`src/rtl/toroidal_shadow_cache_scroller_defines.svh`:
```
// Assertion macros shared by the RTL files of the scroller.
`ifndef TOROIDAL_SHADOW_CACHE_SCROLLER_DEFINES_SVH
`define TOROIDAL_SHADOW_CACHE_SCROLLER_DEFINES_SVH

`ifndef ASSERT_OFF

// Concurrent assertion on an explicit clock and active-low reset.
`define TSCS_ASSERT_CR(lbl, prop, clk, rstn) \
  lbl: assert property (@(posedge clk) disable iff (!rstn) prop) \
    else $error("assertion failed: %m");

// Concurrent assertion on the block clock and reset.
`define TSCS_ASSERT(lbl, prop) `TSCS_ASSERT_CR(lbl, prop, clk_i, rst_ni)

`else

`define TSCS_ASSERT_CR(lbl, prop, clk, rstn)

`define TSCS_ASSERT(lbl, prop)

`endif

`endif

```
`src/rtl/tscs_pkg.sv`:
```
package tscs_pkg;

  // Number of cascades held by the cache state.
  localparam int CASCADES = 4;
  localparam int CASC_W   = $clog2(CASCADES);
  localparam int CNT_W    = $clog2(CASCADES + 1);

  // Field widths.
  localparam int MAP_W   = 13;
  localparam int RING_W  = 12;
  localparam int COORD_W = 32;
  localparam int CFG_W   = 13;
  localparam int IDX_W   = 3;

  // Map size limits.
  localparam logic [MAP_W-1:0] MAP_DEFAULT = 13'd1024;
  localparam logic [MAP_W-1:0] MAP_MAX     = 13'd4096;

  // Operand of the modulo unit: ring offset plus or minus one band step.
  localparam int MOD_VAL_W = 15;
  localparam int MOD_MAG_W = MOD_VAL_W - 1;
  localparam int MOD_CNT_W = $clog2(MOD_MAG_W + 1);

  // Register indexes of the configuration port.
  localparam logic [IDX_W-1:0] REG_MAP_SIZE      = 3'd0;
  localparam logic [IDX_W-1:0] REG_CASCADE_COUNT = 3'd1;
  localparam logic [IDX_W-1:0] REG_BAND_C1       = 3'd2;
  localparam logic [IDX_W-1:0] REG_BAND_C2       = 3'd3;
  localparam logic [IDX_W-1:0] REG_BAND_C3       = 3'd4;
  localparam logic [IDX_W-1:0] REG_ANCHOR_EN     = 3'd5;

  // Item modes.
  localparam logic MODE_UPDATE = 1'b0;
  localparam logic MODE_INVAL  = 1'b1;

  // Result kinds.
  typedef enum logic [1:0] {
    KIND_HIT    = 2'd0,
    KIND_SCROLL = 2'd1,
    KIND_FULL   = 2'd2
  } kind_e;

  // One result beat.
  typedef struct packed {
    logic [1:0]        cascade_out;
    kind_e             kind;
    logic              rect_valid;
    logic [RING_W-1:0] rect_x;
    logic [RING_W-1:0] rect_y;
    logic [MAP_W-1:0]  rect_w;
    logic [MAP_W-1:0]  rect_h;
    logic [RING_W-1:0] ring_x;
    logic [RING_W-1:0] ring_y;
    logic              last;
  } res_t;

  // Request to the modulo unit.
  typedef struct packed {
    logic                 start;
    logic [MOD_VAL_W-1:0] value;
    logic [MAP_W-1:0]     modulus;
  } mod_req_t;

  // Response of the modulo unit.
  typedef struct packed {
    logic              done;
    logic [RING_W-1:0] result;
  } mod_rsp_t;

endpackage

```
`src/rtl/toroidal_shadow_cache_scroller.sv`:
```
// Rolling shadow-map cache manager for up to four cascades.
// Input channel (valid/stall): one beat is an update for one cascade (origin and
// depth anchor) or an invalidate that clears the valid bits of cascades 1 and up.
// Output channel (valid/stall): one to four result beats per update, the final one
// marked by last_o; invalidates and cascades not in use give no beat.
// Configuration: write enable, register index and data; the user must write it only
// while idle, which the block itself does not enforce.
// Sequence: a hit or a full redraw passes S_DIFF and S_CLASS and then loads its beat
// into the output register. A strip scroll runs four modulo passes on the shared
// bit-serial modulo unit before its first beat, and the strips follow one after
// another. The block takes no new item until the current one is done.
// Reset: all cascades invalid, ring offsets zero, map size 1024, four cascades,
// bands zero, anchor check off. No clearing pass is needed.
// Stall: a beat waits in the output register; the sequencer holds on the next beat
// and in_stall_o stays high until the item's last beat has been loaded.
`include "toroidal_shadow_cache_scroller_defines.svh"

module toroidal_shadow_cache_scroller import tscs_pkg::*; (
  input  logic               clk_i,
  input  logic               rst_ni,
  // Configuration port.
  input  logic               cfg_we_i,
  input  logic [IDX_W-1:0]   cfg_idx_i,
  input  logic [CFG_W-1:0]   cfg_data_i,
  // Input channel.
  input  logic               in_valid_i,
  output logic               in_stall_o,
  input  logic               mode_i,
  input  logic [1:0]         cascade_i,
  input  logic [COORD_W-1:0] origin_x_i,
  input  logic [COORD_W-1:0] origin_y_i,
  input  logic [COORD_W-1:0] depth_anchor_i,
  // Output channel.
  output logic               out_valid_o,
  input  logic               out_stall_i,
  output logic [1:0]         cascade_out_o,
  output logic [1:0]         kind_o,
  output logic               rect_valid_o,
  output logic [RING_W-1:0]  rect_x_o,
  output logic [RING_W-1:0]  rect_y_o,
  output logic [MAP_W-1:0]   rect_w_o,
  output logic [MAP_W-1:0]   rect_h_o,
  output logic [RING_W-1:0]  ring_x_o,
  output logic [RING_W-1:0]  ring_y_o,
  output logic               last_o
);

  typedef enum logic [13:0] {
    S_IDLE  = 14'h0001,
    S_DIFF  = 14'h0002,
    S_CLASS = 14'h0004,
    S_MX    = 14'h0008,
    S_MY    = 14'h0010,
    S_SX    = 14'h0020,
    S_SY    = 14'h0040,
    S_EX1   = 14'h0080,
    S_EX2   = 14'h0100,
    S_EY1   = 14'h0200,
    S_EY2   = 14'h0400,
    S_ENONE = 14'h0800,
    S_EHIT  = 14'h1000,
    S_EFULL = 14'h2000
  } state_e;

  // Configuration registers.
  logic [MAP_W-1:0] map_size_q;
  logic [2:0]       cascade_count_q;
  logic [MAP_W-1:0] band_q [3];
  logic             anchor_en_q;

  // Per-cascade state.
  logic [CASCADES-1:0] valid_q;
  logic [COORD_W-1:0]  saved_x_q  [CASCADES];
  logic [COORD_W-1:0]  saved_y_q  [CASCADES];
  logic [COORD_W-1:0]  saved_an_q [CASCADES];
  logic [RING_W-1:0]   ring_x_q   [CASCADES];
  logic [RING_W-1:0]   ring_y_q   [CASCADES];

  // Item registers.
  state_e             state_q, state_d;
  logic [1:0]         cascade_q;
  logic [COORD_W-1:0] ox_q, oy_q, an_q;
  logic [COORD_W:0]   sx_q, sy_q;
  logic               amis_q;
  logic [RING_W-1:0]  nx_q, ny_q, stx_q, sty_q;

  // Output register.
  logic out_valid_q;
  res_t out_q;

  logic [CASC_W-1:0]  idx;
  logic [MAP_W-1:0]   m_eff;
  logic [CNT_W-1:0]   count_eff;
  logic               in_range;
  logic               in_fire;
  logic [MAP_W-1:0]   band;
  logic [COORD_W:0]   band_w;
  logic               sxz, syz, hit, x_ok, y_ok, scroll, go_full;
  logic               sx_pos, sy_pos;
  logic               have_x, have_y, split_x, split_y;
  logic [MAP_W-1:0]   rest_x, rest_y, first_x, first_y, sec_x, sec_y;
  logic               out_free, emit, last_d;
  res_t               beat;
  mod_req_t           mod_req;
  mod_rsp_t           mod_rsp;
  logic               class_full, class_scroll, ring_wr;

  assign idx = CASC_W'(cascade_q);

  // Effective map size and cascade count.
  always_comb begin
    if (map_size_q == '0) begin
      m_eff = MAP_DEFAULT;
    end else if (map_size_q > MAP_MAX) begin
      m_eff = MAP_MAX;
    end else begin
      m_eff = map_size_q;
    end
    if ((cascade_count_q == '0) || (int'(cascade_count_q) > CASCADES)) begin
      count_eff = CNT_W'(CASCADES);
    end else begin
      count_eff = CNT_W'(cascade_count_q);
    end
  end

  assign in_stall_o = (state_q != S_IDLE);
  assign in_fire    = in_valid_i && !in_stall_o;
  assign in_range   = (CNT_W'(cascade_i) < count_eff);

  // Band of the current cascade; cascade zero has none.
  always_comb begin
    case (cascade_q)
      2'd1:    band = band_q[0];
      2'd2:    band = band_q[1];
      2'd3:    band = band_q[2];
      default: band = '0;
    endcase
  end

  // Classification of the shift.
  assign band_w  = {{(COORD_W + 1 - MAP_W){1'b0}}, band};
  assign sxz     = (sx_q == '0);
  assign syz     = (sy_q == '0);
  assign hit     = sxz && syz;
  assign x_ok    = sxz || (sx_q == band_w) || (sx_q == ((COORD_W + 1)'(0) - band_w));
  assign y_ok    = syz || (sy_q == band_w) || (sy_q == ((COORD_W + 1)'(0) - band_w));
  assign scroll  = (band != '0) && x_ok && y_ok;
  assign go_full = (cascade_q == 2'd0) || !valid_q[idx] || amis_q || (!hit && !scroll);
  assign sx_pos  = !sx_q[COORD_W] && !sxz;
  assign sy_pos  = !sy_q[COORD_W] && !syz;

  // Strip plan: a strip as wide as the map or wider is dropped; one crossing the seam splits.
  assign have_x  = !sxz && (band < m_eff);
  assign have_y  = !syz && (band < m_eff);
  assign rest_x  = m_eff - {1'b0, stx_q};
  assign rest_y  = m_eff - {1'b0, sty_q};
  assign split_x = (band > rest_x);
  assign split_y = (band > rest_y);
  assign first_x = split_x ? rest_x : band;
  assign first_y = split_y ? rest_y : band;
  assign sec_x   = band - rest_x;
  assign sec_y   = band - rest_y;

  assign out_free = !out_valid_q || !out_stall_i;

  // Sequencer, modulo requests and beat assembly.
  always_comb begin
    state_d          = state_q;
    mod_req.start    = 1'b0;
    mod_req.value    = '0;
    mod_req.modulus  = m_eff;
    emit             = 1'b0;
    beat             = '0;
    beat.cascade_out = cascade_q;
    beat.kind        = KIND_SCROLL;
    beat.ring_x      = nx_q;
    beat.ring_y      = ny_q;
    unique case (state_q)
      S_IDLE: begin
        if (in_fire && (mode_i == MODE_UPDATE) && in_range) begin
          state_d = S_DIFF;
        end
      end
      S_DIFF: begin
        state_d = S_CLASS;
      end
      S_CLASS: begin
        if (go_full) begin
          state_d = S_EFULL;
        end else if (hit) begin
          state_d = S_EHIT;
        end else begin
          state_d       = S_MX;
          mod_req.start = 1'b1;
          mod_req.value = {{(MOD_VAL_W - RING_W){1'b0}}, ring_x_q[idx]} +
                          sx_q[MOD_VAL_W-1:0];
        end
      end
      S_MX: begin
        if (mod_rsp.done) begin
          state_d       = S_MY;
          mod_req.start = 1'b1;
          mod_req.value = {{(MOD_VAL_W - RING_W){1'b0}}, ring_y_q[idx]} +
                          sy_q[MOD_VAL_W-1:0];
        end
      end
      S_MY: begin
        if (mod_rsp.done) begin
          state_d       = S_SX;
          mod_req.start = 1'b1;
          mod_req.value = {{(MOD_VAL_W - RING_W){1'b0}}, nx_q} -
                          (sx_pos ? sx_q[MOD_VAL_W-1:0] : MOD_VAL_W'(0));
        end
      end
      S_SX: begin
        if (mod_rsp.done) begin
          state_d       = S_SY;
          mod_req.start = 1'b1;
          mod_req.value = {{(MOD_VAL_W - RING_W){1'b0}}, ny_q} -
                          (sy_pos ? sy_q[MOD_VAL_W-1:0] : MOD_VAL_W'(0));
        end
      end
      S_SY: begin
        if (mod_rsp.done) begin
          state_d = have_x ? S_EX1 : (have_y ? S_EY1 : S_ENONE);
        end
      end
      S_EX1: begin
        emit            = 1'b1;
        beat.rect_valid = 1'b1;
        beat.rect_x     = stx_q;
        beat.rect_w     = first_x;
        beat.rect_h     = m_eff;
        if (out_free) begin
          state_d = split_x ? S_EX2 : (have_y ? S_EY1 : S_IDLE);
        end
      end
      S_EX2: begin
        emit            = 1'b1;
        beat.rect_valid = 1'b1;
        beat.rect_w     = sec_x;
        beat.rect_h     = m_eff;
        if (out_free) begin
          state_d = have_y ? S_EY1 : S_IDLE;
        end
      end
      S_EY1: begin
        emit            = 1'b1;
        beat.rect_valid = 1'b1;
        beat.rect_y     = sty_q;
        beat.rect_w     = m_eff;
        beat.rect_h     = first_y;
        if (out_free) begin
          state_d = split_y ? S_EY2 : S_IDLE;
        end
      end
      S_EY2: begin
        emit            = 1'b1;
        beat.rect_valid = 1'b1;
        beat.rect_w     = m_eff;
        beat.rect_h     = sec_y;
        if (out_free) begin
          state_d = S_IDLE;
        end
      end
      S_ENONE: begin
        emit = 1'b1;
        if (out_free) begin
          state_d = S_IDLE;
        end
      end
      S_EHIT: begin
        emit        = 1'b1;
        beat.kind   = KIND_HIT;
        beat.ring_x = ring_x_q[idx];
        beat.ring_y = ring_y_q[idx];
        if (out_free) begin
          state_d = S_IDLE;
        end
      end
      S_EFULL: begin
        emit            = 1'b1;
        beat.kind       = KIND_FULL;
        beat.rect_valid = 1'b1;
        beat.rect_w     = m_eff;
        beat.rect_h     = m_eff;
        beat.ring_x     = '0;
        beat.ring_y     = '0;
        if (out_free) begin
          state_d = S_IDLE;
        end
      end
      default: begin
        state_d = S_IDLE;
      end
    endcase
    last_d    = emit && (state_d == S_IDLE);
    beat.last = last_d;
  end

  assign class_full   = (state_q == S_CLASS) && go_full;
  assign class_scroll = (state_q == S_CLASS) && !go_full && !hit;
  assign ring_wr      = (state_q == S_SY) && mod_rsp.done;

  // Shared modulo unit.
  tscs_mod u_mod (
    .clk_i  (clk_i),
    .rst_ni (rst_ni),
    .req_i  (mod_req),
    .rsp_o  (mod_rsp)
  );

  // Control state, configuration, valid bits and ring offsets.
  always_ff @(posedge clk_i or negedge rst_ni) begin
    if (!rst_ni) begin
      state_q         <= S_IDLE;
      out_valid_q     <= 1'b0;
      map_size_q      <= MAP_DEFAULT;
      cascade_count_q <= 3'd4;
      band_q[0]       <= '0;
      band_q[1]       <= '0;
      band_q[2]       <= '0;
      anchor_en_q     <= 1'b0;
      valid_q         <= '0;
      for (int i = 0; i < CASCADES; i++) begin
        ring_x_q[i] <= '0;
        ring_y_q[i] <= '0;
      end
    end else begin
      state_q <= state_d;
      if (emit && out_free) begin
        out_valid_q <= 1'b1;
      end else if (!out_stall_i) begin
        out_valid_q <= 1'b0;
      end
      if (cfg_we_i) begin
        unique case (cfg_idx_i)
          REG_MAP_SIZE:      map_size_q      <= cfg_data_i;
          REG_CASCADE_COUNT: cascade_count_q <= cfg_data_i[2:0];
          REG_BAND_C1:       band_q[0]       <= cfg_data_i;
          REG_BAND_C2:       band_q[1]       <= cfg_data_i;
          REG_BAND_C3:       band_q[2]       <= cfg_data_i;
          REG_ANCHOR_EN:     anchor_en_q     <= cfg_data_i[0];
          default: ;
        endcase
      end
      if (in_fire && (mode_i == MODE_INVAL)) begin
        valid_q <= valid_q & CASCADES'(1);
      end
      if (class_full) begin
        valid_q[idx]  <= 1'b1;
        ring_x_q[idx] <= '0;
        ring_y_q[idx] <= '0;
      end
      if (ring_wr) begin
        ring_x_q[idx] <= nx_q;
        ring_y_q[idx] <= ny_q;
      end
    end
  end

  // Item payload, saved origins and the output beat.
  always_ff @(posedge clk_i) begin
    if (in_fire) begin
      cascade_q <= cascade_i;
      ox_q      <= origin_x_i;
      oy_q      <= origin_y_i;
      an_q      <= depth_anchor_i;
    end
    if (state_q == S_DIFF) begin
      sx_q   <= {ox_q[COORD_W-1], ox_q} - {saved_x_q[idx][COORD_W-1], saved_x_q[idx]};
      sy_q   <= {oy_q[COORD_W-1], oy_q} - {saved_y_q[idx][COORD_W-1], saved_y_q[idx]};
      amis_q <= anchor_en_q && (saved_an_q[idx] != an_q);
    end
    if (class_full || class_scroll) begin
      saved_x_q[idx]  <= ox_q;
      saved_y_q[idx]  <= oy_q;
      saved_an_q[idx] <= an_q;
    end
    if (mod_rsp.done) begin
      if (state_q == S_MX) begin
        nx_q <= mod_rsp.result;
      end
      if (state_q == S_MY) begin
        ny_q <= mod_rsp.result;
      end
      if (state_q == S_SX) begin
        stx_q <= mod_rsp.result;
      end
      if (state_q == S_SY) begin
        sty_q <= mod_rsp.result;
      end
    end
    if (emit && out_free) begin
      out_q <= beat;
    end
  end

  assign out_valid_o   = out_valid_q;
  assign cascade_out_o = out_q.cascade_out;
  assign kind_o        = out_q.kind;
  assign rect_valid_o  = out_q.rect_valid;
  assign rect_x_o      = out_q.rect_x;
  assign rect_y_o      = out_q.rect_y;
  assign rect_w_o      = out_q.rect_w;
  assign rect_h_o      = out_q.rect_h;
  assign ring_x_o      = out_q.ring_x;
  assign ring_y_o      = out_q.ring_y;
  assign last_o        = out_q.last;

  `TSCS_ASSERT(a_last_ends_item, emit && out_free && last_d |=> state_q == S_IDLE)
  `TSCS_ASSERT(a_mod_done_in_pass, mod_rsp.done |-> (state_q == S_MX) || (state_q == S_MY) || (state_q == S_SX) || (state_q == S_SY))
  `TSCS_ASSERT(a_rect_nonempty, out_valid_o && rect_valid_o |-> (rect_w_o != '0) && (rect_h_o != '0))

endmodule

```
`src/rtl/tscs_mod.sv`:
```
`include "toroidal_shadow_cache_scroller_defines.svh"

// Bit-serial floored modulo: result = value mod modulus, always in [0, modulus).
module tscs_mod import tscs_pkg::*; (
  input  logic     clk_i,
  input  logic     rst_ni,
  input  mod_req_t req_i,
  output mod_rsp_t rsp_o
);

  logic                 busy_q;
  logic                 fix_q;
  logic                 done_q;
  logic [MOD_CNT_W-1:0] cnt_q;
  logic                 neg_q;
  logic [MOD_MAG_W-1:0] mag_q;
  logic [RING_W-1:0]    rem_q;
  logic [MAP_W-1:0]     mod_q;
  logic [RING_W-1:0]    result_q;

  logic [MOD_MAG_W-1:0] mag_in;
  logic [MAP_W-1:0]     trial;
  logic [RING_W-1:0]    rem_step;
  logic [RING_W-1:0]    rem_fixed;

  // Magnitude of the signed operand.
  assign mag_in = req_i.value[MOD_VAL_W-1] ? MOD_MAG_W'(-req_i.value)
                                           : req_i.value[MOD_MAG_W-1:0];

  // One restoring step: shift in the next bit and subtract when it fits.
  assign trial    = {rem_q, mag_q[MOD_MAG_W-1]};
  assign rem_step = (trial >= mod_q) ? RING_W'(trial - mod_q) : trial[RING_W-1:0];

  // A negative operand with a nonzero remainder folds back into range.
  assign rem_fixed = (neg_q && (rem_q != '0)) ? RING_W'(mod_q - {1'b0, rem_q}) : rem_q;

  // Control.
  always_ff @(posedge clk_i or negedge rst_ni) begin
    if (!rst_ni) begin
      busy_q <= 1'b0;
      fix_q  <= 1'b0;
      done_q <= 1'b0;
      cnt_q  <= '0;
    end else begin
      done_q <= 1'b0;
      if (req_i.start) begin
        busy_q <= 1'b1;
        fix_q  <= 1'b0;
        cnt_q  <= MOD_CNT_W'(MOD_MAG_W);
      end else if (busy_q) begin
        cnt_q <= cnt_q - 1'b1;
        if (cnt_q == MOD_CNT_W'(1)) begin
          busy_q <= 1'b0;
          fix_q  <= 1'b1;
        end
      end else if (fix_q) begin
        fix_q  <= 1'b0;
        done_q <= 1'b1;
      end
    end
  end

  // Datapath.
  always_ff @(posedge clk_i) begin
    if (req_i.start) begin
      neg_q <= req_i.value[MOD_VAL_W-1];
      mag_q <= mag_in;
      rem_q <= '0;
      mod_q <= req_i.modulus;
    end else if (busy_q) begin
      rem_q <= rem_step;
      mag_q <= {mag_q[MOD_MAG_W-2:0], 1'b0};
    end else if (fix_q) begin
      result_q <= rem_fixed;
    end
  end

  assign rsp_o.done   = done_q;
  assign rsp_o.result = result_q;

  `TSCS_ASSERT(a_no_start_busy, req_i.start |-> !busy_q && !fix_q)
  `TSCS_ASSERT(a_rem_in_range, busy_q |-> ({1'b0, rem_q} < mod_q))
  `TSCS_ASSERT(a_result_in_range, done_q |-> ({1'b0, result_q} < mod_q))

endmodule
```
`config.mk`:
```
export PLATFORM = sky130hd
export DESIGN_NAME = toroidal_shadow_cache_scroller
export DESIGN_NICKNAME = d
export VERILOG_FILES = /design/src/rtl/tscs_pkg.sv /design/src/rtl/toroidal_shadow_cache_scroller.sv /design/src/rtl/tscs_mod.sv
export VERILOG_INCLUDE_DIRS = /design/src /design/src/rtl
export SDC_FILE = /design/constraint.sdc
export NUM_CORES = 2
export LEC_CHECK = 0
export ABC_AREA = 1
export BUFFER_PORTS_ARGS = -buffer_cell sky130_fd_sc_hd__clkbuf_2
export CAP_MARGIN = 40
export CORE_MARGIN = 3
export CORE_UTILIZATION = 62
export DETAILED_ROUTE_END_ITERATION = 6
export GPL_ROUTABILITY_DRIVEN = 0
export PLACE_DENSITY_LB_ADDON = 0.1
export SYNTH_ARGS = -nofsm -noshare
export SYNTH_HDL_FRONTEND = slang
export SYNTH_SLANG_ARGS = --single-unit
```
`constraint.sdc`:
```
create_clock -name clk_i -period 8.5 [get_ports clk_i]
set_clock_uncertainty 0.2 [all_clocks]
set_input_delay 0.425 -clock clk_i [delete_from_list [all_inputs] [get_ports clk_i]]
set_output_delay 0.425 -clock clk_i [all_outputs]
set_load 0.01 [all_outputs]
```
==> impl_metrics.toml <==
[setup_path]
cp_max_fo = 24
cp_common_cell = "nand2_1"
critPathLaunch = "map_size_q[9]"
max_stage_delay_ps = 550
path_delay_family = "simple AND/OR/NAND/NOR gates"
path_buf_inv = 4
reg2reg_slack_ps = 2370
reg2regPathDepth = 29
start_kind = "flip-flop"
crit_type = "reg2reg"
crit_required_ps = 8680
end_kind = "flip-flop"
critPathSlowestCell = "inv_1"
arrival_ps = 6310
r2r-end = "rect_h_o[8]"
reg2reg_from = "map_size_q[9]"

[cells_and_area]
fill_cells = 5415
layout.nets = 5368
layout-drive-gt1-share_pct = 10.1
syn2layout_area_growth_pct = 13.7
antennaDiodeCount = 0
finish.utilization_pct = 71.5

[timing]
worst_hold_slack_ps = 61.9
fmax_mhz = 163
relSlewSlack_pct = 39.7
slew_violations = 0
hold_viol_final = 0
fin_crit_ps = 6130
rsz0062_at_grt = "false"
period_share_pct = 72.1
worst_slew_pin_slew_ps = 905
timing.setup.tns_ps = 0
setup_viol = 0

[pwr]
leakage_nw = 21.9
fin_total_pwr_mw = 13.7
irDropWorstVdd_uv = 309
p_per_area_nw_per_um2 = 256

[global_route]
grt.busiest_layer = "met2"
met3_usage_pct = 4.75
track_usage_pct = 31.6
grt_max_degree = 108
antenna_found_initial = 0
use_met1_pct = 41.2
grt_use_met2_pct = 52.2
grt_pass1_wl_mm = 195
gr-total-overflow = 0
first_global_vias = 35700

[yosys]
synth-adder-area-share_pct = 5.94
synth-xor-area-share_pct = 2.72
synth_top_family_by_area = "simple AND/OR/NAND/NOR gates"
yosysTopAreaCell = "edfxtp_1"
synthCells = 4720
synthSimpleGateAreaFrac_pct = 17.0
synth-edff-count = 717
synthDistinctLibCells = 69
yosys_most_used_dff = "edfxtp_1"
synth_area_leaders = "edfxtp_1 46%, dfrtp_1 9.3%, nand2_1 8.0%, ha_1 5.4%, inv_1 3.5%"
synthArstFlopShare_pct = 19.5
syn_area_um2 = 47000
synth.yosys.seq_area_share_pct = 55.8
avgSynthCellArea_um2 = 9.97
synth_compound_area_share_pct = 13.3
synth_top_area_share_pct = 45.8
synth_seq_cells = 908
synth.area.mux_share_pct = 0
yosysWarnings = 0
synth_nets = 5056

[routing]
drt-total-wl_mm = 125
vias = 36900
drt_iter0_drc = 4033
drcViolationCount = 0
antenna_left = 0
viasPerCell = 6.07
detail_route.wl_per_cell_um = 20.6
drt_pass1_iterations = 6

[placement]
numPortBuffers = 201
hpwl_mm = 86.1

[floorplan]
coreArea_um2 = 74800
start_util_pct = 62.9
io_pins = 202
die_w_um = 281
die_area_um2 = 79200
die_y_um = 281
row_count = 100

[run]
cap_violations = 0

[clock_tree]
cts_tree = "yes"
cts_setup_buffers = 0
ctsResizeCount = 0
htree_levels = 3
numClockSinks = 908
cts_buffer_depth = 3
cts-buffers-inserted = 93
root_buffer = "clkbuf_16"
clock_latency_ps = 680
clk_pin_slew_ps = 60

[worst_hold_path]
hp-class = "in2async"

[status]
status = "completed"
==> layer usage <==
metal	up-vias	part of all wire (%)
li1	17400	-
met1	17500	40
met2	1598	48
met3	368	7.5
met4	0	5.2
met5	-	0
==> where the power goes <==
| group | leakage [nW] | internal, mW | switching, mW | total, mW |
|---|---|---|---|---|
| Combinational | 11.5 | 1.42 | 2.68 | 4.10 |
| Clock | 1.49 | 2.28 | 1.77 | 4.05 |
| Sequential | 8.92 | 5.27 | 0.256 | 5.53 |
==> cell usage in the layout, fill, tap and decap left out, types with 120 or more instances in the layout <==
master	instances
a21oi_1	287
clkbuf_2	200
dfrtp_1	174
dlygate4sd3_1	120
edfxtp_1	717
ha_1	204
inv_1	440
nand2_1	1005
nand3_1	278
nor2_1	346
o21ai_0	253
==> through the flow <==
step	setup slack (ps)	instance area, um2	instances
floorplan	818	47000	4720
global placement	2640	48900	5771
detailed placement	2440	49200	5786
CTS	2420	53500	6080
global route	1660	53500	6080
finish	2370	53500	6080
==> cells by family after synthesis <==
kind of cell               count (synthesis)
and+or+nand+nor                         1852
AOI/OAI and AO/OA                        975
buffers and inverters                    623
xor gates and xnor gates                 146
DFF                                      908
adders and majority gates                216
==> final cells by class <==
type	count	area, um2	share of cell area [%]
sequential	908	26200	49.1
multi-input combinational	3189	18400	34.4
timing repair buffer	380	2830	5.29
clock buffer	111	2390	4.48
inverter	460	1740	3.25
tap	969	1210	2.27
clock inverter	63	656	1.23
==> synthesized netlist by cell type (6+ instances only) <==
library cell,number
a211oi_1,15
a21o_1,6
a21oi_1,287
a22oi_1,41
a31oi_1,19
a32o_1,72
buf_1,12
buf_2,13
buf_4,10
buf_6,8
clkbuf_1,120
dfrtp_1,174
dfxtp_1,14
edfxtp_1,717
fa_1,12
ha_1,204
inv_1,443
inv_2,12
nand2_1,1006
nand2_2,8
nand3_1,278
nand3_2,17
nand3b_1,15
nand4_1,47
nor2_1,352
nor2_2,19
nor3_1,41
nor4_1,21
o2111ai_1,10
o211ai_1,45
o21ai_0,253
o21ai_1,7
o21bai_1,19
o221ai_1,26
o22ai_1,44
o311ai_0,34
o311ai_1,58
o31ai_1,9
or2_2,23
xnor2_1,42
xor2_1,104
==> worst max-delay path by stage <==
| stage | endpoint | slack, ps | cells past startpoint |
|---|---|---|---|
| 2_1_floorplan | saved_an_q[1][0] | 820 | 26 |
| 3_3_place_gp | rect_h_o[11] | 2640 | 29 |
| 3_5_place_dp | rect_h_o[8] | 2440 | 29 |
| 4_1_cts | rect_h_o[8] | 2420 | 29 |
| 5_1_grt | rect_h_o[8] | 1660 | 29 |
| 6_report | rect_h_o[8] | 2370 | 29 |
==> timing repair <==
action                                  in CTS  in global routing
hold endpoints to repair                   206                  0
hold buffers                               120                  0
endpoints found under the setup margin       0                  0
(Power assumes the default switching activity.)
